**config.mk**
```make
export PLATFORM = sky130hd
export DESIGN_NAME = periodic_task_tick_scheduler
export DESIGN_NICKNAME = d
export VERILOG_FILES = /design/src/rtl/core/ptts_pkg.sv /design/src/rtl/core/ptts_ctrl.sv /design/src/rtl/core/ptts_dp.sv /design/src/rtl/core/periodic_task_tick_scheduler.sv
export SDC_FILE = /design/constraint.sdc
export NUM_CORES = 1
export LEC_CHECK = 0
export BUFFER_PORTS_ARGS = -buffer_cell sky130_fd_sc_hd__buf_2
export CAP_MARGIN = 20
export CORE_MARGIN = 4
export CORE_UTILIZATION = 50
export DETAILED_ROUTE_END_ITERATION = 10
export GPL_TIMING_DRIVEN = 0
export PLACE_DENSITY = 0.78
export SKIP_CTS_REPAIR_TIMING = 1
export SLEW_MARGIN = 20
export SYNTH_ARGS = -nofsm -noshare
export SYNTH_HDL_FRONTEND = slang
export SYNTH_SLANG_ARGS = --single-unit
```
**constraint.sdc**
```tcl
create_clock -name i_clk -period 6.89 [get_ports i_clk]
set_input_delay 1.378 -clock i_clk [delete_from_list [all_inputs] [get_ports i_clk]]
set_output_delay 1.378 -clock i_clk [all_outputs]
set_load 0.005 [all_outputs]
```
**src/rtl/core/ptts_pkg.sv**
```systemverilog
`timescale 1ns / 1ps
// Shared types and codes for the periodic task tick scheduler.
// No dependencies; imported by the controller, datapath and top level.
package ptts_pkg;

    localparam int NUM_TASKS_DEF = 8;
    localparam int ACT_W         = 3;
    localparam int MASK_W        = 8;
    localparam int PERIOD_W      = 16;
    localparam int DELAY_W       = 8;

    typedef logic [ACT_W-1:0]    t_act;
    typedef logic [MASK_W-1:0]   t_mask;
    typedef logic [PERIOD_W-1:0] t_count;

    localparam t_act ACT_TICK    = 3'd0;
    localparam t_act ACT_CREATE  = 3'd1;
    localparam t_act ACT_SUSPEND = 3'd2;
    localparam t_act ACT_RESUME  = 3'd3;
    localparam t_act ACT_DELETE  = 3'd4;

    typedef struct packed {
        logic tick_start;
        logic op_en;
        logic rd_en;
    } t_dp_cmd;

endpackage

```
**src/rtl/core/ptts_ctrl.sv**
```systemverilog
`timescale 1ns / 1ps
// Controller for the periodic task tick scheduler: handshake and slot walk.
// Depends on ptts_pkg.
module ptts_ctrl
    import ptts_pkg::*;
#(
    parameter int NUM_TASKS = NUM_TASKS_DEF,
    parameter int IDXW      = (NUM_TASKS > 1) ? $clog2(NUM_TASKS) : 1
) (
    input  logic            i_clk,
    input  logic            i_rst_n,
    input  logic            start,
    input  t_act            i_action,
    output logic            busy,
    output logic            o_valid,
    output t_dp_cmd         o_cmd,
    output logic [IDXW-1:0] o_rd_idx
);

    localparam logic [1:0] ST_IDLE  = 2'd0;
    localparam logic [1:0] ST_WALK  = 2'd1;
    localparam logic [1:0] ST_DRAIN = 2'd2;
    localparam logic [1:0] ST_DONE  = 2'd3;

    localparam logic [IDXW-1:0] LAST_IDX = IDXW'(NUM_TASKS - 1);

    logic [1:0]      r_state, n_state;
    logic [IDXW-1:0] r_idx, n_idx;
    logic            accept;

    assign accept = start && (r_state == ST_IDLE);

    always_comb begin
        n_state = r_state;
        n_idx   = r_idx;
        case (r_state)
            ST_IDLE: begin
                if (accept && (i_action == ACT_TICK)) begin
                    n_state = ST_WALK;
                    n_idx   = '0;
                end
            end
            ST_WALK: begin
                if (r_idx == LAST_IDX) begin
                    n_state = ST_DRAIN;
                end else begin
                    n_idx = r_idx + 1'b1;
                end
            end
            ST_DRAIN: begin
                n_state = ST_DONE;
            end
            ST_DONE: begin
                n_state = ST_IDLE;
            end
            default: begin
                n_state = ST_IDLE;
            end
        endcase
    end

    always_ff @(posedge i_clk) begin
        if (!i_rst_n) begin
            r_state <= ST_IDLE;
            r_idx   <= '0;
        end else begin
            r_state <= n_state;
            r_idx   <= n_idx;
        end
    end

    assign busy             = (r_state != ST_IDLE);
    assign o_valid          = (r_state == ST_DONE);
    assign o_cmd.tick_start = accept && (i_action == ACT_TICK);
    assign o_cmd.op_en      = accept && (i_action != ACT_TICK);
    assign o_cmd.rd_en      = (r_state == ST_WALK);
    assign o_rd_idx         = r_idx;

endmodule

```
**src/rtl/core/ptts_dp.sv**
```systemverilog
`timescale 1ns / 1ps
// Datapath for the periodic task tick scheduler: slot flags, period and
// countdown memories, reload/decrement stage and fired mask. Depends on ptts_pkg.
module ptts_dp
    import ptts_pkg::*;
#(
    parameter int NUM_TASKS = NUM_TASKS_DEF,
    parameter int IDXW      = (NUM_TASKS > 1) ? $clog2(NUM_TASKS) : 1
) (
    input  logic                i_clk,
    input  logic                i_rst_n,
    input  t_dp_cmd             i_cmd,
    input  logic [IDXW-1:0]     i_rd_idx,
    input  t_act                i_action,
    input  logic [2:0]          i_task_id,
    input  t_count              i_period,
    input  logic [DELAY_W-1:0]  i_first_delay,
    output t_mask               o_mask
);

    logic [NUM_TASKS-1:0] r_present, n_present;
    logic [NUM_TASKS-1:0] r_ready, n_ready;
    t_count               r_per_mem [NUM_TASKS];
    t_count               r_cnt_mem [NUM_TASKS];
    t_count               r_rd_per, r_rd_cnt;
    logic                 r_stg_vld;
    logic [IDXW-1:0]      r_stg_idx;
    t_mask                r_mask, n_mask;

    logic            id_ok;
    logic [IDXW-1:0] id_idx;
    logic            stg_act, stg_fire;
    t_count          stg_cnt;
    logic            wr_en, wr_per;
    logic [IDXW-1:0] wr_addr;
    t_count          wr_cnt;

    assign id_ok  = (32'(i_task_id) < NUM_TASKS);
    assign id_idx = IDXW'(i_task_id);

    assign stg_act  = r_stg_vld && r_present[r_stg_idx] && r_ready[r_stg_idx];
    assign stg_fire = stg_act && (r_rd_cnt == '0);
    assign stg_cnt  = stg_fire ? (r_rd_per - 1'b1) : (r_rd_cnt - 1'b1);

    always_comb begin
        n_present = r_present;
        n_ready   = r_ready;
        wr_en     = 1'b0;
        wr_per    = 1'b0;
        wr_addr   = r_stg_idx;
        wr_cnt    = stg_cnt;
        if (i_cmd.op_en && id_ok) begin
            case (i_action)
                ACT_CREATE: begin
                    n_present[id_idx] = 1'b1;
                    n_ready[id_idx]   = 1'b1;
                    wr_en             = 1'b1;
                    wr_per            = 1'b1;
                    wr_addr           = id_idx;
                    wr_cnt            = PERIOD_W'(i_first_delay);
                end
                ACT_SUSPEND: begin
                    n_ready[id_idx] = 1'b0;
                end
                ACT_RESUME: begin
                    n_ready[id_idx] = 1'b1;
                end
                ACT_DELETE: begin
                    n_present[id_idx] = 1'b0;
                end
                default: begin
                end
            endcase
        end else if (stg_act) begin
            wr_en = 1'b1;
        end
    end

    always_comb begin
        n_mask = r_mask;
        if (i_cmd.tick_start) begin
            n_mask = '0;
        end else if (stg_fire) begin
            n_mask = r_mask | t_mask'(8'd1 << r_stg_idx);
        end
    end

    always_ff @(posedge i_clk) begin
        if (!i_rst_n) begin
            r_present <= '0;
            r_ready   <= '0;
            r_stg_vld <= 1'b0;
        end else begin
            r_present <= n_present;
            r_ready   <= n_ready;
            r_stg_vld <= i_cmd.rd_en;
        end
    end

    always_ff @(posedge i_clk) begin
        r_stg_idx <= i_rd_idx;
        r_mask    <= n_mask;
    end

    always_ff @(posedge i_clk) begin
        if (wr_en) begin
            r_cnt_mem[wr_addr] <= wr_cnt;
        end
        if (wr_per) begin
            r_per_mem[wr_addr] <= i_period;
        end
    end

    always_ff @(posedge i_clk) begin
        if (i_cmd.rd_en) begin
            r_rd_per <= r_per_mem[i_rd_idx];
            r_rd_cnt <= r_cnt_mem[i_rd_idx];
        end
    end

    assign o_mask = r_mask;

endmodule

```
**src/rtl/core/periodic_task_tick_scheduler.sv**
```systemverilog
`timescale 1ns / 1ps
// Top level of the periodic task tick scheduler: controller plus datapath.
// Depends on ptts_pkg, ptts_ctrl and ptts_dp.
//
//  channel | handshake          | payload
//  --------+--------------------+------------------------------------------------
//  in      | start, busy        | i_action, i_task_id, i_period, i_first_delay
//  out     | o_valid (strobe)   | o_fired_mask
//
// Create, suspend, resume, delete and unknown actions finish in the accept cycle;
// busy stays low and the next item may follow on the next cycle.
// A tick walks the slots one per cycle through the registered-read period and
// countdown memories; busy covers the walk, drain and done states, o_valid the done state.
// Reset is synchronous and clears the present and ready flags at once.
// The receiver cannot stall; o_valid is high for exactly one cycle per tick.
module periodic_task_tick_scheduler
    import ptts_pkg::*;
#(
    parameter int NUM_TASKS = NUM_TASKS_DEF
) (
    input  logic               i_clk,
    input  logic               i_rst_n,
    input  logic               start,
    output logic               busy,
    input  t_act               i_action,
    input  logic [2:0]         i_task_id,
    input  t_count             i_period,
    input  logic [DELAY_W-1:0] i_first_delay,
    output logic               o_valid,
    output t_mask              o_fired_mask
);

    localparam int IDXW = (NUM_TASKS > 1) ? $clog2(NUM_TASKS) : 1;

    t_dp_cmd         cmd;
    logic [IDXW-1:0] rd_idx;

    ptts_ctrl #(
        .NUM_TASKS (NUM_TASKS),
        .IDXW      (IDXW)
    ) u_ctrl (
        .i_clk    (i_clk),
        .i_rst_n  (i_rst_n),
        .start    (start),
        .i_action (i_action),
        .busy     (busy),
        .o_valid  (o_valid),
        .o_cmd    (cmd),
        .o_rd_idx (rd_idx)
    );

    ptts_dp #(
        .NUM_TASKS (NUM_TASKS),
        .IDXW      (IDXW)
    ) u_dp (
        .i_clk         (i_clk),
        .i_rst_n       (i_rst_n),
        .i_cmd         (cmd),
        .i_rd_idx      (rd_idx),
        .i_action      (i_action),
        .i_task_id     (i_task_id),
        .i_period      (i_period),
        .i_first_delay (i_first_delay),
        .o_mask        (o_fired_mask)
    );

    a_tick_goes_busy: assert property (@(posedge i_clk) disable iff (!i_rst_n)
        (start && !busy && (i_action == ACT_TICK)) |=> busy)
        else $error("tick accepted without entering the slot walk");

    a_op_stays_idle: assert property (@(posedge i_clk) disable iff (!i_rst_n)
        (start && !busy && (i_action != ACT_TICK)) |=> (!busy && !o_valid))
        else $error("non-tick item started a walk or produced a result");

    a_result_ends_walk: assert property (@(posedge i_clk) disable iff (!i_rst_n)
        o_valid |=> (!busy && !o_valid))
        else $error("result strobe not followed by idle");

    a_result_while_busy: assert property (@(posedge i_clk) disable iff (!i_rst_n)
        o_valid |-> (busy && $past(busy)))
        else $error("result strobe outside a tick walk");

endmodule
```
==> Yosys cells after proc, flatten, opt, wreduce, memory -nomap -nowiden <==
Memory sizes are Yosys's and may differ from the RTL's. A register that Yosys moved wholly into a read port is not among the register bits.
Cells that the tools add are included.
{ "op_classes": {"add_sub_neg": 3, "order_cmp": 3, "eq_ne": 11, "n_shift": 1, "muxes": 27, "bitwise_logic": 6, "reduce_logical": 20} }
{ "ops": {"columns": ["op", "n"], "rows": [
  ["2-to-1 mux 16 bit", 3],
  ["one-hot mux 8 bit (2 select lines)", 2],
  ["subtractor 16 x 1 -> 16 bit (second input constant)", 2],
  ["bitwise OR 8 bit", 3],
  ["AND 8 bit", 2],
  ["zero test 16 bit", 1],
  ["2-to-1 mux 3 bit", 4],
  ["2-to-1 mux 1 bit", 11],
  ["< comparator 3 x 4 -> 1 bit (second input constant)", 2],
  ["inverter 8 bit", 1],
  ["one-hot mux 2 bit (4 select lines)", 1],
  ["nonzero test 2 bit", 4],
  ["<< shifter 1 x 3 -> 8 bit (first input constant)", 1],
  ["logical AND 1 bit", 7],
  ["binary-select mux 1 bit (select 3 bit)", 2],
  ["== test 3 x 2 -> 1 bit (second input constant)", 2],
  ["== test 3 bit (second input constant)", 2],
  ["!= test 2 bit (second input constant)", 3],
  ["one-hot mux 3 bit (2 select lines)", 1],
  ["AND reduction 2 bit", 3],
  ["== test 2 bit (second input constant)", 2],
  ["2-to-1 mux 2 bit", 2],
  ["adder 3 x 1 -> 3 bit (second input constant)", 1],
  ["demux 1 bit (select 3 bit)", 1],
  ["other kinds (8)", 8]
]} }
{ "word_totals": {"ff_bits": 33, "ramBits": 256, "inputBits": 33, "output_inout_bits": 10, "word_cells": 80, "memories": 2} }
{ "mem_list": {"columns": ["memory", "depth", "width", "rd", "rd_ports_with_merged_regs", "write_ports", "line_no", "source"], "rows": [
  ["u_dp.r_cnt_mem", 8, 16, 1, 1, 1, "ptts_dp.sv:24", "t_count r_cnt_mem [NUM_TASKS];"],
  ["u_dp.r_per_mem", 8, 16, 1, 1, 1, "ptts_dp.sv:23", "t_count r_per_mem [NUM_TASKS];"]
]} }

==> Logic depth before layout (Yosys ltp) <==
Gate-level depths: netlist of the first run.
{ "depth": {"ltp_word": 8, "ltp_mapped": 11, "depth_no_buf": 11} }

==> Hierarchy <==
Synthesis of the first run repeated with hierarchy kept, for this count alone.
{ "hier_totals": {"hier_cells": 728, "area_unflattened_um2": 13033.8} }
{ "modules_own_cells": {"columns": ["mod", "n_inst", "cells_per_inst", "area_each_um2", "seq_area_each_um2"], "rows": [
  ["ptts_dp", 1, 686, 12647.1, 9208.8],
  ["ptts_ctrl", 1, 42, 386.6, 100.1]
]} }

==> Worst setup path after synthesis of the first run <==
Ideal clock, no wire load.
{ "synth_path": {"kind": "input port to flip-flop", "start": "input port i_action[2]", "end": "memory u_dp.r_cnt_mem[1][0] (netlist bit) (enable)", "setup_ns": 0.388, "arrival_ns": 3.346, "required_time_ns": 6.502, "path_slack_ns": 3.156, "stages": 6, "n_path_buf": 0, "path_cell_list": "nand3b_1 > nor3b_2 > nand2_1 > a21boi_0 > or3_4 > nor2_1"} }
{ "synth_via": {"elab_chain_cells": 5, "word_cells_on_any_way": 9, "classes_between": "eq/ne (1); mux (6); reduce/logical (2)"} }
{ "synth_rtl": {"columns": ["element", "line_no", "source"], "rows": [
  ["start: declaration", "periodic_task_tick_scheduler.sv:25", "input t_act i_action,"],
  ["== test 3 x 1 -> 1 bit or nonzero test 3 bit (tied branches)", "ptts_dp.sv:53, ptts_ctrl.sv:75", null],
  ["2-to-1 mux 1 bit or logical AND 1 bit (tied branches)", "ptts_dp.sv:53, ptts_ctrl.sv:75", null],
  ["2-to-1 mux 1 bit", "ptts_dp.sv:52", "if (i_cmd.op_en && id_ok) begin"],
  ["2-to-1 mux 1 bit", "ptts_dp.sv:106", "if (wr_en) begin"],
  ["2-to-1 mux 1 bit (not written as such)", "ptts_dp.sv:107", "r_cnt_mem[wr_addr] <= wr_cnt;"],
  ["end: declaration", "ptts_dp.sv:24", null]
]} }
Several ways; a longest one is shown, not always the timed one.

==> Worst setup path after layout of the first run <==
{ "layout_path": {"start": "input port i_action[2]", "end": "memory u_dp.r_cnt_mem[7][3] (netlist bit) (enable)"} }
Same word-level chain as after synthesis.

==> flow_metrics.py, run 1 <==
metrics = {
    "run_status": {
        "outcome": "finished clean",
    },
    "global_routing": {
        "grt_pass1_vias": 7224,
        "grt_start_max_net_pins": 32,
        "grt-ovfl-total": 0,
        "antenna_found_initial": 3,
        "grt_usage": 0.203,
        "grt_pass1_wl_microns": 44300,
    },
    "clocking": {
        "cts_root_buf": "clkbuf_16",
        "htree_levels": 1,
        "cts_tree": "yes",
        "clk_pin_slew_ns": 0.07,
        "cts_buffer_depth": 3,
        "cts_buffers": 31,
        "insertion_delay_ns": 0.56,
        "cts.sinks": 321,
    },
    "die": {
        "dieArea_sq_um": 28700,
        "die-height_microns": 169,
        "io-pin-count": 43,
        "die_x_microns": 169,
        "start_util": 0.513,
        "rows": 58,
        "coreArea_sq_um": 25400,
    },
    "sta": {
        "fin_crit_sh": 0.570,
        "skew_ns": 0.0107,
        "max_freq_ghz": 0.255,
        "period_needed_ns": 3.93,
        "rsz0062_at_grt": "false",
        "tns_ns": 0,
        "final-hold-violation-count": 0,
        "final_max_slew_viol_count": 0,
        "slew_headroom": 0.310,
        "layout_setup_ws_ns": 2.96,
        "whs_ns": 0.403,
        "setup_violations": 0,
        "worst_pin_slew_ns": 1.03,
    },
    "synth": {
        "ys_async_sr_fraction": 0,
        "syn_inst": 732,
        "seq_area_frac_synth": 0.714,
        "synth_most_common_cell": "edfxtp_1",
        "synth_top_area_frac": 0.663,
        "synth-edff-count": 288,
        "syn_area_per_cell_sq_um": 17.8,
        "synth-seq-cells": 321,
        "synth_area_sq_um": 13000,
        "synth_area_leader_cell": "edfxtp_1",
        "synth_commonest_cells": "edfxtp_1, mux4_2, nor2_1",
        "synth_flop_cell": "edfxtp_1",
        "synth_top_cells_by_area": "edfxtp_1, mux4_2, dfxtp_1",
        "synth_cell_types": 73,
        "ys.warnings.count": 0,
        "syn_nets": 773,
    },
    "power": {
        "power.leakage_nw": 4.68,
        "power_density_nw_per_um2": 291,
        "vdd_drop_max_mv": 0.192,
    },
    "placement": {
        "gp_congestion": 0.888,
        "dpl_cell_area_sq_um": 13900,
        "pre_cts_ws_ns": 2.46,
        "hpwl_microns": 18700,
        "io_buffers": 42,
        "dp.cells": 1122,
    },
    "drt": {
        "vias": 7246,
        "drtIter0Drc": 894,
        "drt-total-wl_microns": 28500,
        "ant_nets": 0,
        "first_pass_iters": 6,
        "via_per_inst": 6.14,
        "drc_errors": 0,
        "wl_per_cell_microns": 24.1,
    },
    "critical_path": {
        "worstPathCellList": "buf_2 -> nand3b_1 -> nor3b_2 -> nand2_1 -> a21boi_0 -> or3_4 -> nor2_2 -> buf_6",
        "worstPathRequired_ns": 7.15,
        "critPathCaptureType": "flip-flop",
        "cp_num_buf_inv": 2,
        "slowest_stage": "nor3b_2",
        "critPathLaunchType": "input port",
        "cp_max_fo": 9,
        "cp.arrival_ns": 4.18,
        "slowest_delay_ns": 0.59,
        "timing.critical_path.max_delay_family": "simple AND/OR/NAND/NOR gates",
        "timing_worst_setup_path_type": "in -> reg",
    },
    "min_path": {
        "hp-class": "reg -> reg",
    },
    "cells_and_area": {
        "n_fill_cell": 1817,
        "drive_gt1_frac": 0.304,
        "stdcell_count": 1181,
        "nets": 866,
        "finalInstanceArea_sq_um": 14900,
        "area_growth_pct": 14.3,
        "multi_input_area_sq_um": 3630,
        "regArea_sq_um": 9310,
    },
    "run": {
        "max_cap_violations": 0,
    },
}
-- area by class of cell --
type                            instances  share of cell area
Antenna cell                            1            0.000168
Buffer                                 30             0.00924
Clock buffer                           36              0.0533
Clock inverter                         22              0.0109
Inverter                                7             0.00176
Multi-Input combinational cell        374               0.244
Sequential cell                       321               0.625
Tap cell                              330              0.0277
Timing Repair Buffer                   60              0.0283
-- metal layers --
layer / up-vias / global-route usage / part of all wire
li1: 3152 / - / -
met1: 3662 / 0.295 / 0.40
met2: 375 / 0.326 / 0.49
met3: 53 / 0.0359 / 0.088
met4: 4 / 0.0487 / 0.022
met5: - / 0 / 0.00095
-- metrics by stage --
step	util	total power [mW]
finish	0.587	4.34
global route	0.587	4.51
CTS	0.586	4.36
detailed placement	0.549	2.77
global placement	0.538	2.74
floorplan	-	2.61
-- sequential cells by signal, summed over array words and instances, names as in the netlist, named ones only --
name,flops
u_dp.r_rd_cnt,16
u_dp.o_mask,8
u_ctrl.o_rd_idx,3
u_dp.r_stg_vld,1
u_dp.r_cnt_mem,128
u_dp.r_per_mem,128
u_ctrl.r_state,2
u_dp.r_stg_idx,3
u_dp.r_rd_per,16
-- logic make-up after synthesis --
kind of cell,share of synthesized area
mux,0.147
compound gates,0.0506
buf+inv,0.0125
simple gates,0.0637
xor+xnor,0.00403
fa+ha+maj,0.00768
flops,0.714
-- where the power goes --
part	leakage [nW]	switching [mW]	total, mW	internal, mW
logic	1.34	0.251	0.395	0.144
clock network	0.471	0.701	1.60	0.900
registers	2.87	0.0653	2.34	2.28
-- path summary, 6_finish.rpt --
check	startpoint	end	slack, ns	cells after the start
setup / recovery	i_action[2]	u_dp.r_cnt_mem[7][3]	2.96	8
hold / removal	u_ctrl.o_rd_idx[2]	u_dp.r_stg_idx[2]	0.40	0
setup reg to reg	u_dp.r_rd_cnt[7]	u_dp.r_cnt_mem[4][10]	3.06	11
hold reg to reg	u_ctrl.o_rd_idx[2]	u_dp.r_stg_idx[2]	0.40	0
-- cells in the final DEF (no fill, tap or decap), types with 8 or more instances in the layout --
| cell type | instances |
|---|---|
| clkinv_1 | 10 |
| dfxtp_1 | 33 |
| a31oi_1 | 16 |
| nor2_1 | 54 |
| buf_2 | 49 |
| o21ai_0 | 11 |
| clkbuf_1 | 21 |
| edfxtp_1 | 288 |
| mux4_2 | 66 |
| clkbuf_16 | 31 |
| o221a_2 | 8 |
| mux2_2 | 34 |
| nor2_2 | 10 |
| a21oi_1 | 22 |
| nand2_1 | 31 |
| nor3_1 | 12 |
No activity file was read; power rests on OpenSTA's default activity.
==> run 2: changes to the inputs <==
- ABC_AREA: unset -> 1
- clock period: 6.89 -> 4.05 ns (I/O delays scaled with it)
==> run 2 against run 1 <==
Sequential cell count stayed put. Worst setup slack worse by 2.5 ns. Critical path depth is 2 higher. Count of clock-buffer cells in the layout is 4 higher. Area after synthesis is 2.8% higher. Global-route usage is 1.8 points higher. Hold slack worse by 0.012 ns. Final area is 2.9% higher. Register-to-register slack worse by 2.6 ns. Clock skew hardly changed.
==> flow_metrics.py, run 2 <==
metrics = {
    "run_status": {
        "outcome": "finished clean",
    },
    "synth": {
        "synth_top_area_frac": 0.645,
        "synth_area_leader_cell": "edfxtp_1",
        "synth-seq-cells": 321,
        "seq_area_frac_synth": 0.695,
        "synth_commonest_cells": "edfxtp_1, nor2_1, o21ai_0",
        "synth_area_sq_um": 13400,
        "syn_area_per_cell_sq_um": 11.1,
        "syn_inst": 1211,
        "synth-edff-count": 288,
        "synth_cell_types": 36,
        "ys.warnings.count": 0,
        "ys_async_sr_fraction": 0,
        "synth_flop_cell": "edfxtp_1",
        "syn_nets": 1252,
        "synth_top_cells_by_area": "edfxtp_1, nor2_1, o21ai_0",
        "synth_most_common_cell": "edfxtp_1",
    },
    "global_routing": {
        "grt_pass1_vias": 9282,
        "antenna_found_initial": 0,
        "grt_start_max_net_pins": 20,
        "grt_pass1_wl_microns": 50800,
        "grt_usage": 0.221,
        "grt-ovfl-total": 0,
    },
    "clocking": {
        "cts_root_buf": "clkbuf_16",
        "cts.sinks": 321,
        "insertion_delay_ns": 0.57,
        "htree_levels": 1,
        "cts_buffer_depth": 3,
        "cts_tree": "yes",
        "cts_buffers": 31,
        "clk_pin_slew_ns": 0.06,
    },
    "sta": {
        "setup_violations": 0,
        "rsz0062_at_grt": "false",
        "whs_ns": 0.391,
        "layout_setup_ws_ns": 0.431,
        "final_max_slew_viol_count": 0,
        "worst_pin_slew_ns": 1.01,
        "final-hold-violation-count": 0,
        "period_needed_ns": 3.62,
        "skew_ns": 0.0107,
        "tns_ns": 0,
        "max_freq_ghz": 0.276,
        "fin_crit_sh": 0.894,
        "slew_headroom": 0.325,
    },
    "placement": {
        "hpwl_microns": 22700,
        "dp.cells": 1615,
        "dpl_cell_area_sq_um": 14300,
        "gp_congestion": 0.956,
        "pre_cts_ws_ns": 0.140,
        "io_buffers": 42,
    },
    "critical_path": {
        "timing_worst_setup_path_type": "reg -> reg",
        "slowest_stage": "nor4_2",
        "slowest_delay_ns": 0.82,
        "r2r_end": "u_dp.r_cnt_mem[2][2]",
        "critPathLaunchType": "flip-flop",
        "cp_max_fo": 10,
        "ff2ff_setup_slack_ns": 0.43,
        "cp.arrival_ns": 3.89,
        "timing.critical_path.max_delay_family": "simple AND/OR/NAND/NOR gates",
        "cp_num_buf_inv": 5,
        "worstReg2RegStart": "u_ctrl.r_state[0]",
        "critPathCaptureType": "flip-flop",
        "worstPathCellList": "inv_1 -> ha_1 -> nand2_1 -> nor2_1 -> inv_2 -> o21ai_0 -> inv_1 -> nor4_2 -> buf_2 -> buf_2",
        "worstPathRequired_ns": 4.32,
        "ff2ff_path_depth": 10,
    },
    "power": {
        "power_density_nw_per_um2": 591,
        "p_int_mw": 6.25,
        "swShare": 0.310,
        "seqPwrFrac": 0.455,
        "p_clk_frac": 0.314,
        "fin_total_pwr_mw": 9.06,
        "power.leakage_nw": 5.42,
        "combPwrFrac": 0.231,
        "vdd_drop_max_mv": 0.368,
        "power_switching_mw": 2.80,
    },
    "drt": {
        "via_per_inst": 5.74,
        "drtIter0Drc": 1183,
        "drt-total-wl_microns": 32600,
        "first_pass_iters": 5,
        "drc_errors": 0,
        "wl_per_cell_microns": 19.5,
        "ant_nets": 0,
        "vias": 9582,
    },
    "die": {
        "coreArea_sq_um": 26200,
        "rows": 59,
        "die_x_microns": 172,
        "dieArea_sq_um": 29500,
        "io-pin-count": 43,
        "die-height_microns": 172,
        "start_util": 0.511,
    },
    "cells_and_area": {
        "final_common_cell": "edfxtp_1",
        "drive_gt1_frac": 0.125,
        "finalInstanceArea_sq_um": 15300,
        "stdcell_count": 1669,
        "n_fill_cell": 2086,
        "nets": 1354,
        "postLayoutCoreUtil": 0.585,
        "top_regs": "u_dp.r_cnt_mem (128), u_dp.r_per_mem (128)",
        "layout_common_cells": "edfxtp_1, nor2_1, o21ai_0",
        "area_growth_pct": 14.4,
        "diodes": 0,
    },
    "run": {
        "max_cap_violations": 0,
    },
    "min_path": {
        "hp-class": "reg -> reg",
        "hold_start": "u_ctrl.o_rd_idx[2]",
        "min_to": "u_dp.r_stg_idx[2]",
        "whs_path_depth": 0,
    },
}
run 2: logic make-up (layout without fill, tap and decap cells):
logic type      count (synthesis)  after routing  share of synthesized area
compound gates                268            268                      0.108
buf+inv                       144            267                     0.0428
fa+ha+maj                       8              8                    0.00747
flops                         321            321                      0.695
simple gates                  470            470                      0.147
run 2: worst register-to-register path: cells and delay by family (launching register included):
| kind | cells | cell delay (ns) |
|---|---|---|
| and+or+nand+nor | 3 | 1.32 |
| buffers and inverters | 5 | 1.09 |
| AOI/OAI and AO/OA | 1 | 0.36 |
| DFF | 1 | 0.33 |
| adders and majority gates | 1 | 0.22 |
run 2: power by group through the flow:
stage	Combinational, mW	Clock (mW)	Sequential, mW
global route	2.32	3.03	4.13
CTS	2.06	2.87	4.12
floorplan	1.31	0	4.16
global placement	1.91	0	4.19
detailed placement	2.05	0	4.18
finish	2.09	2.84	4.12
run 2: routing by layer:
metal | vias to the layer above | global-route usage | wire, microns | part of all wire
li1 | 4466 | - | - | -
met1 | 4560 | 0.304 | 13300 | 0.41
met2 | 484 | 0.363 | 15400 | 0.47
met3 | 72 | 0.0347 | 2870 | 0.088
met4 | 0 | 0.0720 | 1030 | 0.032
met5 | - | 0 | 0 | 0
run 2: layout make-up:
cell class | count | area, sq um | area share
Timing Repair Buffer | 69 | 437 | 0.0285
Clock inverter | 14 | 163 | 0.0106
Sequential cell | 321 | 9310 | 0.607
Multi-Input combinational cell | 746 | 3590 | 0.234
Clock buffer | 40 | 840 | 0.0548
Buffer | 59 | 254 | 0.0166
Inverter | 85 | 319 | 0.0208
Tap cell | 335 | 419 | 0.0273
run 2: worst max path at each step:
stage / from / endpoint / slack [ns] / depth (start not counted)
floorplan: i_action[0] / u_dp.r_cnt_mem[0][0] / 0.25 / 8
global placement: i_action[0] / u_dp.r_cnt_mem[0][6] / -1.63 / 9
detailed placement: i_action[0] / u_dp.r_cnt_mem[2][0] / 0.14 / 11
CTS: u_ctrl.r_state[0] / u_dp.r_cnt_mem[3][4] / 0.51 / 9
global route: u_ctrl.r_state[0] / u_dp.r_cnt_mem[3][0] / 0.15 / 10
finish: u_ctrl.r_state[0] / u_dp.r_cnt_mem[2][2] / 0.43 / 10
==> run 3: changes to the inputs <==
- CELL_PAD_IN_SITES_DETAIL_PLACEMENT: unset -> 0
- CELL_PAD_IN_SITES_GLOBAL_PLACEMENT: unset -> 1
- CORE_MARGIN: 4 -> unset
- PLACE_DENSITY: 0.78 -> 0.91
==> run 3 against run 2 <==
The flow now finishes with violations (DRC). Sequential share of layout area hardly changed. Global-route usage up 2.1 points. Cell count is 0.30% higher. Core utilization hardly changed. Clock skew increased by 0.012 ns. Wire length rose by 0.24%. Hold slack got worse by 0.031 ns. Via count down 1.5%. Clock power about the same. Non-clock buffer count did not move. Critical endpoint is now u_dp.r_cnt_mem[3][4]. Highest routed layer unchanged.
==> flow_metrics.py, run 3 (same netlist as run 2, synthesis figures left out) <==
metrics = {
    "run_status": {
        "outcome": "finished, violations left",
        "failed_checks": "DRC",
    },
    "power": {
        "seqPwrFrac": 0.455,
        "power.leakage_nw": 5.43,
        "power_density_nw_per_um2": 591,
        "swShare": 0.313,
        "power_switching_mw": 2.84,
        "p_clk_frac": 0.314,
        "p_int_mw": 6.22,
        "vdd_drop_max_mv": 0.362,
        "combPwrFrac": 0.231,
    },
    "drt": {
        "via_per_inst": 5.64,
        "drtIter0Drc": 1039,
        "ant_nets": 0,
        "wl_per_cell_microns": 19.5,
        "drt-total-wl_microns": 32600,
        "drc_errors": 4,
        "vias": 9443,
        "first_pass_iters": 9,
    },
    "sta": {
        "setup_violations": 0,
        "max_freq_ghz": 0.274,
        "tns_ns": 0,
        "layout_setup_ws_ns": 0.398,
        "slew_headroom": 0.324,
        "worst_pin_slew_ns": 1.01,
        "rsz0062_at_grt": "false",
        "period_needed_ns": 3.65,
        "fin_crit_sh": 0.902,
        "final-hold-violation-count": 0,
        "final_max_slew_viol_count": 0,
        "whs_ns": 0.359,
        "skew_ns": 0.0228,
    },
    "cells_and_area": {
        "layout_common_cells": "edfxtp_1, nor2_1, o21ai_0",
        "diodes": 0,
        "top_regs": "u_dp.r_cnt_mem (128), u_dp.r_per_mem (128)",
        "drive_gt1_frac": 0.125,
        "n_fill_cell": 2134,
        "area_growth_pct": 14.4,
        "final_common_cell": "edfxtp_1",
        "nets": 1357,
    },
    "die": {
        "rows": 59,
        "io-pin-count": 43,
        "die_x_microns": 166,
        "dieArea_sq_um": 27500,
        "coreArea_sq_um": 26200,
        "die-height_microns": 166,
        "start_util": 0.511,
    },
    "placement": {
        "gp_congestion": 0.871,
        "hpwl_microns": 23000,
        "pre_cts_ws_ns": 0.103,
        "io_buffers": 42,
    },
    "critical_path": {
        "critPathCaptureType": "flip-flop",
        "timing_worst_setup_path_type": "reg -> reg",
        "ff2ff_setup_slack_ns": 0.40,
        "critPathLaunchType": "flip-flop",
        "cp_max_fo": 6,
        "worstPathRequired_ns": 4.27,
        "cp.arrival_ns": 3.87,
    },
    "clocking": {
        "cts_buffer_depth": 3,
        "insertion_delay_ns": 0.52,
        "cts_tree": "yes",
        "htree_levels": 2,
        "cts.sinks": 321,
        "cts_buffers": 34,
        "clk_pin_slew_ns": 0.06,
        "cts_root_buf": "clkbuf_16",
    },
    "global_routing": {
        "grt_usage": 0.242,
        "grt_start_max_net_pins": 22,
        "grt_pass1_wl_microns": 50600,
        "grt-ovfl-total": 0,
        "grt_pass1_vias": 9140,
        "antenna_found_initial": 0,
    },
    "run": {
        "max_cap_violations": 0,
    },
    "min_path": {
        "hp-class": "reg -> reg",
    },
}
run 3: changes by cell type in the layout (fill, tap and decap cells not counted), sizes merged:
cell / before / now
clkbuf: 87 / 89
clkinvlp: 1 / 0
clkinv: 9 / 14
inv: 86 / 87
bufinv: 3 / 1
run 3: per-layer routing:
layer | wire length (microns) | share of wire | vias to the layer above | GRT usage
met3 | 2190 | 0.067 | 62 | 0.0380
met1 | 14100 | 0.43 | 4506 | 0.327
met2 | 15400 | 0.47 | 390 | 0.398
li1 | - | - | 4485 | -
met5 | 0 | 0 | - | 0
met4 | 893 | 0.027 | 0 | 0.0890
run 3: worst max-delay path, stage by stage (launching register included):
cell     delay [ns]
dfxtp_1        0.32
inv_1          0.13
ha_1           0.22
nand2_1        0.14
nor2_1         0.37
nand2_1        0.16
o21ai_0        0.34
inv_1          0.28
nor4_2         0.80
buf_2          0.35
buf_2          0.23
run 3: worst paths after layout:
check                         endpoint                from  depth (start not counted)
hold reg to reg      u_dp.r_stg_idx[2]  u_ctrl.o_rd_idx[2]                          0
hold / removal       u_dp.r_stg_idx[2]  u_ctrl.o_rd_idx[2]                          0
setup reg to reg  u_dp.r_cnt_mem[3][4]   u_ctrl.r_state[1]                         10
setup / recovery  u_dp.r_cnt_mem[3][4]   u_ctrl.r_state[1]                         10
run 3: power groups by stage:
stage,sequential [mW],combinational [mW],clock (mW)
6_report,4.12,2.09,2.85
5_1_grt,4.14,2.31,3.01
3_3_place_gp,4.19,1.96,0
3_5_place_dp,4.19,2.06,0
4_1_cts,4.12,2.07,2.88
2_1_floorplan,4.16,1.31,0
run 3: cell type report:
type / count / area [sq um] / area share
Multi-Input combinational cell: 746 / 3590 / 0.234
Buffer: 59 / 254 / 0.0166
Sequential cell: 321 / 9310 / 0.607
Tap cell: 335 / 419 / 0.0273
Inverter: 85 / 319 / 0.0208
Clock buffer: 42 / 881 / 0.0574
Timing Repair Buffer: 69 / 439 / 0.0286
Clock inverter: 17 / 126 / 0.00824
run 3: stage by stage:
| step | area [sq um] | instances | utilization | total power [mW] |
|---|---|---|---|---|
| after floorplan | 13400 | 1211 | - | 5.47 |
| after global placement | 14000 | 1588 | 0.535 | 6.16 |
| after detailed placement | 14300 | 1615 | 0.547 | 6.25 |
| after CTS | 15300 | 1674 | 0.585 | 9.07 |
| after global routing | 15300 | 1674 | 0.585 | 9.46 |
| final | 15300 | 1674 | 0.585 | 9.06 |
